### src/hw/rtl/vfr_pkg.sv
package vfr_pkg;

	// Field widths fixed by the stream format.
	localparam int IDX_W = 16;
	localparam int CNT_W = 17;

	// Default table depth and reset value of the vertex count register.
	localparam int VERTEX_MAX_DEF = 65536;
	localparam logic [CNT_W-1:0] VCOUNT_RESET = 17'd65536;

	// Mesh epoch tag stored beside every table entry. Tag zero is never live.
	localparam int EPOCH_W = 8;
	localparam logic [EPOCH_W-1:0] EPOCH_FIRST = 8'd1;
	localparam logic [EPOCH_W-1:0] EPOCH_LAST = 8'hFF;

	typedef enum logic [1:0] {
		ST_CLEAR,
		ST_IDLE,
		ST_DECIDE,
		ST_WR2
	} vfr_state_t;

	typedef struct packed {
		logic accept;    // capture the item and read both tables
		logic load_res;  // load the result register
		logic wr1;       // first table writes, advance the next free number
		logic wr2;       // second forward table write
		logic new_mesh;  // move to a new epoch, next free number to zero
		logic clr;       // write one entry of the clearing pass
	} vfr_cmd_t;

	typedef struct packed {
		logic first;      // item is in range and its vertex is seen the first time
		logic last;       // item carries the last mark
		logic epoch_max;  // epoch counter is at its top value
		logic clr_done;   // clearing pass is at its final entry
		logic out_free;   // result register can take a new result
	} vfr_status_t;

endpackage

### src/hw/rtl/vfr_ctrl.sv
module vfr_ctrl (
	input  logic                 clk,
	input  logic                 arst_n,
	input  logic                 in_valid,
	output logic                 in_ready,
	input  vfr_pkg::vfr_status_t sts,
	output vfr_pkg::vfr_cmd_t    cmd
);
	import vfr_pkg::*;

	vfr_state_t state_q;
	vfr_state_t state_d;

	always_ff @(posedge clk or negedge arst_n) begin
		if (!arst_n) begin
			state_q <= ST_CLEAR;
		end else begin
			state_q <= state_d;
		end
	end

	always_comb begin
		state_d  = state_q;
		cmd      = '0;
		in_ready = 1'b0;
		unique case (state_q)
			ST_CLEAR: begin
				cmd.clr = 1'b1;
				if (sts.clr_done) begin
					state_d = ST_IDLE;
				end
			end
			ST_IDLE: begin
				in_ready = 1'b1;
				if (in_valid) begin
					cmd.accept = 1'b1;
					state_d    = ST_DECIDE;
				end
			end
			ST_DECIDE: begin
				if (sts.out_free) begin
					cmd.load_res = 1'b1;
					if (sts.first) begin
						cmd.wr1 = 1'b1;
						state_d = ST_WR2;
					end else if (sts.last) begin
						cmd.new_mesh = 1'b1;
						state_d      = sts.epoch_max ? ST_CLEAR : ST_IDLE;
					end else begin
						state_d = ST_IDLE;
					end
				end
			end
			ST_WR2: begin
				cmd.wr2 = 1'b1;
				if (sts.last) begin
					cmd.new_mesh = 1'b1;
					state_d      = sts.epoch_max ? ST_CLEAR : ST_IDLE;
				end else begin
					// The datapath forwards this write to a read issued at the same edge.
					in_ready = 1'b1;
					if (in_valid) begin
						cmd.accept = 1'b1;
						state_d    = ST_DECIDE;
					end else begin
						state_d = ST_IDLE;
					end
				end
			end
			default: begin
				state_d = ST_IDLE;
			end
		endcase
	end

endmodule

### config.mk
export PLATFORM = sky130hd
export DESIGN_NAME = vfr_ctrl
export DESIGN_NICKNAME = d
export VERILOG_FILES = /design/src/hw/rtl/vfr_pkg.sv /design/src/hw/rtl/vfr_ctrl.sv
export SDC_FILE = /design/constraint.sdc
export NUM_CORES = 1
export LEC_CHECK = 0
export BUFFER_PORTS_ARGS = -buffer_cell sky130_fd_sc_hd__clkbuf_2
export CAP_MARGIN = 5
export CORE_AREA = 2 2 39 41
export DETAILED_ROUTE_END_ITERATION = 8
export DIE_AREA = 0 0 41 43
export PLACE_DENSITY = 0.43
export SKIP_LAST_GASP = 1
export SYNTH_ARGS = -nofsm -noshare
export SYNTH_HDL_FRONTEND = slang
export SYNTH_SLANG_ARGS = --single-unit
export TNS_END_PERCENT = 50
### constraint.sdc
create_clock -name clk -period 2.7 [get_ports clk]
set_input_delay 0.27 -clock clk [delete_from_list [all_inputs] [get_ports clk]]
set_output_delay 0.27 -clock clk [all_outputs]
set_load 0.02 [all_outputs]
Word level (Yosys, flattened, before mapping)
Cells that the tools add are included.
- eq/ne operators: 6
- reductions and logical operators: 2
- multiplexer cells: 23
- operator list (operator ; number):
    $mux 2 ; 8
    $mux 1 ; 11
    $pmux 2 s4 ; 1
    $ne 2x2->1 const B ; 3
    $pmux 1 s2 ; 3
    $eq 2x2->1 const B ; 2
    $reduce_and 3->1 ; 1
    $eq 2x1->1 const B ; 1
    $logic_not 2->1 ; 1
- register bits: 2
- word-level logic and storage cells: 32

Depth between registers and ports, before layout
- depth after elaboration: 5
- mapped depth: 4

Worst setup path before layout
No wires, ideal clock.
- path kind: register to output
- start point: reg state_q[1]
- end point: out cmd[3] (netlist bit)
- data required time: 2.430 ns
- arrival: 0.932 ns
- setup slack: 1.498 ns
- cell stages (with the launch flop): 3
- cell sequence: dfrtp_1 and3b_2 and2_1
- RTL lines (what ; line ; RTL):
    from (decl) ; vfr_ctrl.sv:11 ; vfr_state_t state_q;
    from (signal assigned) ; vfr_ctrl.sv:18 ; state_q <= state_d;
    to (decl) ; vfr_ctrl.sv:7 ; output vfr_pkg::vfr_cmd_t cmd

==> flow_metrics.py <==
metrics = {
    "worst_setup_path": {
        "critPathMaxFanout": 11,
        "cp-end-kind": "output pin",
        "start_kind": "flop",
        "worstPathRequired_ns": 2.43,
        "r2r_slack_ns": 1.69,
        "critPathKind": "reg -> out",
        "worstPathArrival_ns": 1.28,
    },
    "drt": {
        "drc": 0,
        "routed_wl_um": 512,
        "drtAntennaViolNets": 0,
        "firstDrtPassIters": 2,
        "wl_per_cell_um": 9.48,
        "vias_per_cell": 4.04,
        "vias": 218,
        "drt_first_iter_violations": 4,
    },
    "timing": {
        "tns_ns": 0,
        "fmax_ghz": 0.644,
        "hold_violations": 0,
        "tightest_slew_ns": 0.316,
        "rsz0062_at_grt": "no",
        "min_period_ns": 1.55,
        "hold_ws_ns": 0.370,
        "drv_slew": 0,
        "setup-violations-final": 0,
        "clock_skew_ns": 0.00184,
        "slew_headroom": 0.790,
        "fin_crit_sh": 0.575,
    },
    "clock_network": {
        "numCtsBuffers": 3,
        "cts-root-buf": "clkbuf_4",
        "cts_tree": "done",
        "cts_num_sinks": 2,
        "post-cts-setup-buffers": 0,
        "clk_latency_ns": 0.22,
        "path_clk_slew_ns": 0.03,
        "h-tree-depth": 1,
        "cts_max_path_buffers": 2,
    },
    "layout": {
        "diodes": 0,
        "synthToLayoutAreaGrowth_pct": 65.3,
        "reg.largest.list": "state_q: 2 flops",
        "largest_register_ffs": 2,
        "fin_nets": 48,
        "top_register": "state_q",
        "drive_above_1_share": 0.605,
    },
    "synth": {
        "synth_nets": 29,
        "synth_top_cell_by_area": "dfrtp_1",
        "synth-seq-cells": 2,
        "synth_area_sq_um": 180,
        "ys.flop_type": "dfrtp_1",
        "synthXorXnorAreaFrac": 0,
        "yosys_warnings": 0,
        "synth_top_family_by_area": "simple AND/OR/NAND/NOR gates",
        "yosysMostFrequentCell": "nor2_1",
        "ys_top_cells_by_area": "dfrtp_1 28%, and2_2 8.3%, nor3b_2 6.9%",
        "syn_inst": 21,
        "ys_types": 16,
        "yosys.area_share.simple": 0.438,
        "synthAdderAreaFrac": 0,
        "syn_avg_cell_area_sq_um": 8.58,
        "ys_seq_area_frac": 0.278,
        "synth_compound_area_frac": 0.236,
        "synth-edff-count": 0,
        "synth_top_area_frac": 0.278,
        "synth.area.mux_share": 0,
        "synth_commonest_cells": "3 x nor2_1, 2 x a21oi_1, 2 x and2_2, 2 x dfrtp_1",
        "async_reset_ff_frac": 1.00,
    },
    "power_and_ir_drop": {
        "power_frac_comb": 0.530,
        "ir_drop_v": 0.000350,
        "p_switching_uw": 142,
        "switching_share": 0.456,
        "power.share.sequential": 0.259,
        "p_int_uw": 170,
        "leakagePower_uw": 0.000163,
        "power.density_nw_per_um2": 1050,
        "p_total_uw": 312,
        "clkPwrFrac": 0.210,
    },
    "run_status": {
        "status": "finished clean",
    },
    "grt": {
        "antenna_found_initial": 0,
        "use_met1": 0.0895,
        "grt-busiest-layer": "met1",
        "grt_pass1_wl_um": 800,
        "grt_overflow": 0,
        "grt_max_degree": 12,
        "first_global_vias": 207,
        "track_usage": 0.0671,
        "grt_use_met2": 0.0813,
        "met3_usage": 0.0524,
    },
    "min_path": {
        "hold_class": "in -> async",
    },
    "die": {
        "core_sq_um": 1380,
        "pin_count": 15,
        "fp.dieH_um": 43,
        "rows": 14,
        "start_util": 0.130,
        "dieArea_sq_um": 1760,
        "die_x_um": 41,
    },
    "placement": {
        "place.gp.congestion": 0.643,
        "dpl.hpwl_um": 395,
        "numPortBuffers": 14,
    },
    "flow_run": {
        "drv_cap": 0,
    },
}
==> area by class of cell <==
cell class / count / area, sq um
fill: 161 / 1090
multi-input combinational: 17 / 121
timing repair buffer: 15 / 80.1
sequential: 2 / 50.0
clock buffer: 3 / 22.5
tap: 16 / 20.0
inverter: 1 / 3.75
==> cells in the final DEF (no fill, tap or decap) <==
| cell | Yosys | layout |
|---|---|---|
| clkbuf_2 | 0 | 14 |
| nor2_1 | 3 | 3 |
| clkbuf_4 | 0 | 3 |
| and2_2 | 2 | 2 |
| a21oi_1 | 2 | 2 |
| dfrtp_1 | 2 | 2 |
| nand2_2 | 1 | 1 |
| and3_4 | 1 | 1 |
| inv_1 | 1 | 1 |
| and3b_2 | 1 | 1 |
| and2_1 | 1 | 1 |
| a21o_1 | 1 | 1 |
| o2111ai_1 | 1 | 1 |
| nand2b_1 | 1 | 1 |
| nor3b_2 | 1 | 1 |
| a31oi_1 | 1 | 1 |
| o211a_1 | 1 | 1 |
| dlygate4sd3_1 | 0 | 1 |
==> power groups by stage <==
stage               logic [uW]  clock network, uW  registers, uW
floorplan                  138                  0           58.5
global placement           166                  0           80.2
detailed placement         167                  0           81.9
CTS                        169               70.2           82.0
global route               181               71.2           85.8
finish                     165               65.6           80.9
==> final timing paths <==
kind                            startpoint    endpoint  cells past startpoint
worst max-delay path            state_q[0]      cmd[3]                      3
worst min-delay path                arst_n  state_q[1]                      2
worst max register to register  state_q[0]  state_q[0]                      3
worst min register to register  state_q[1]  state_q[1]                      1
max in group asynchronous           arst_n  state_q[0]                      2
min in group clk                  in_valid  state_q[0]                      3
==> worst max-delay path, cell delays in order (launching register included) <==
cell and delay (ns):
dfrtp_1 0.51, and3b_2 0.25, and2_1 0.15, clkbuf_2 0.15
==> timing repair <==
action,CTS,global route
endpoints found under the hold margin,2,0
gates resized for setup,0,0
hold buffers,1,0
endpoints found under the setup margin,0,0
==> kinds of logic (layout without fill, tap and decap cells) <==
| logic type | count (synthesis) | after routing |
|---|---|---|
| simple gates | 11 | 11 |
| compound gates | 6 | 6 |
| flops | 2 | 2 |
| buf+inv | 2 | 19 |
==> metal layers <==
metal,part of all wire,up-vias
met4,0,0
met2,0.38,12
met1,0.49,96
li1,-,110
met5,0,-
met3,0.12,0
==> per-stage QoR <==
stage,util,std cells,worst slack (ns),cell area (sq um)
floorplan,-,21,1.50,180
global placement,0.192,50,1.41,265
detailed placement,0.192,50,1.38,265
CTS,0.215,54,1.13,298
global route,0.215,54,1.08,298
finish,0.215,54,1.15,298
(Power assumes the default switching activity.)
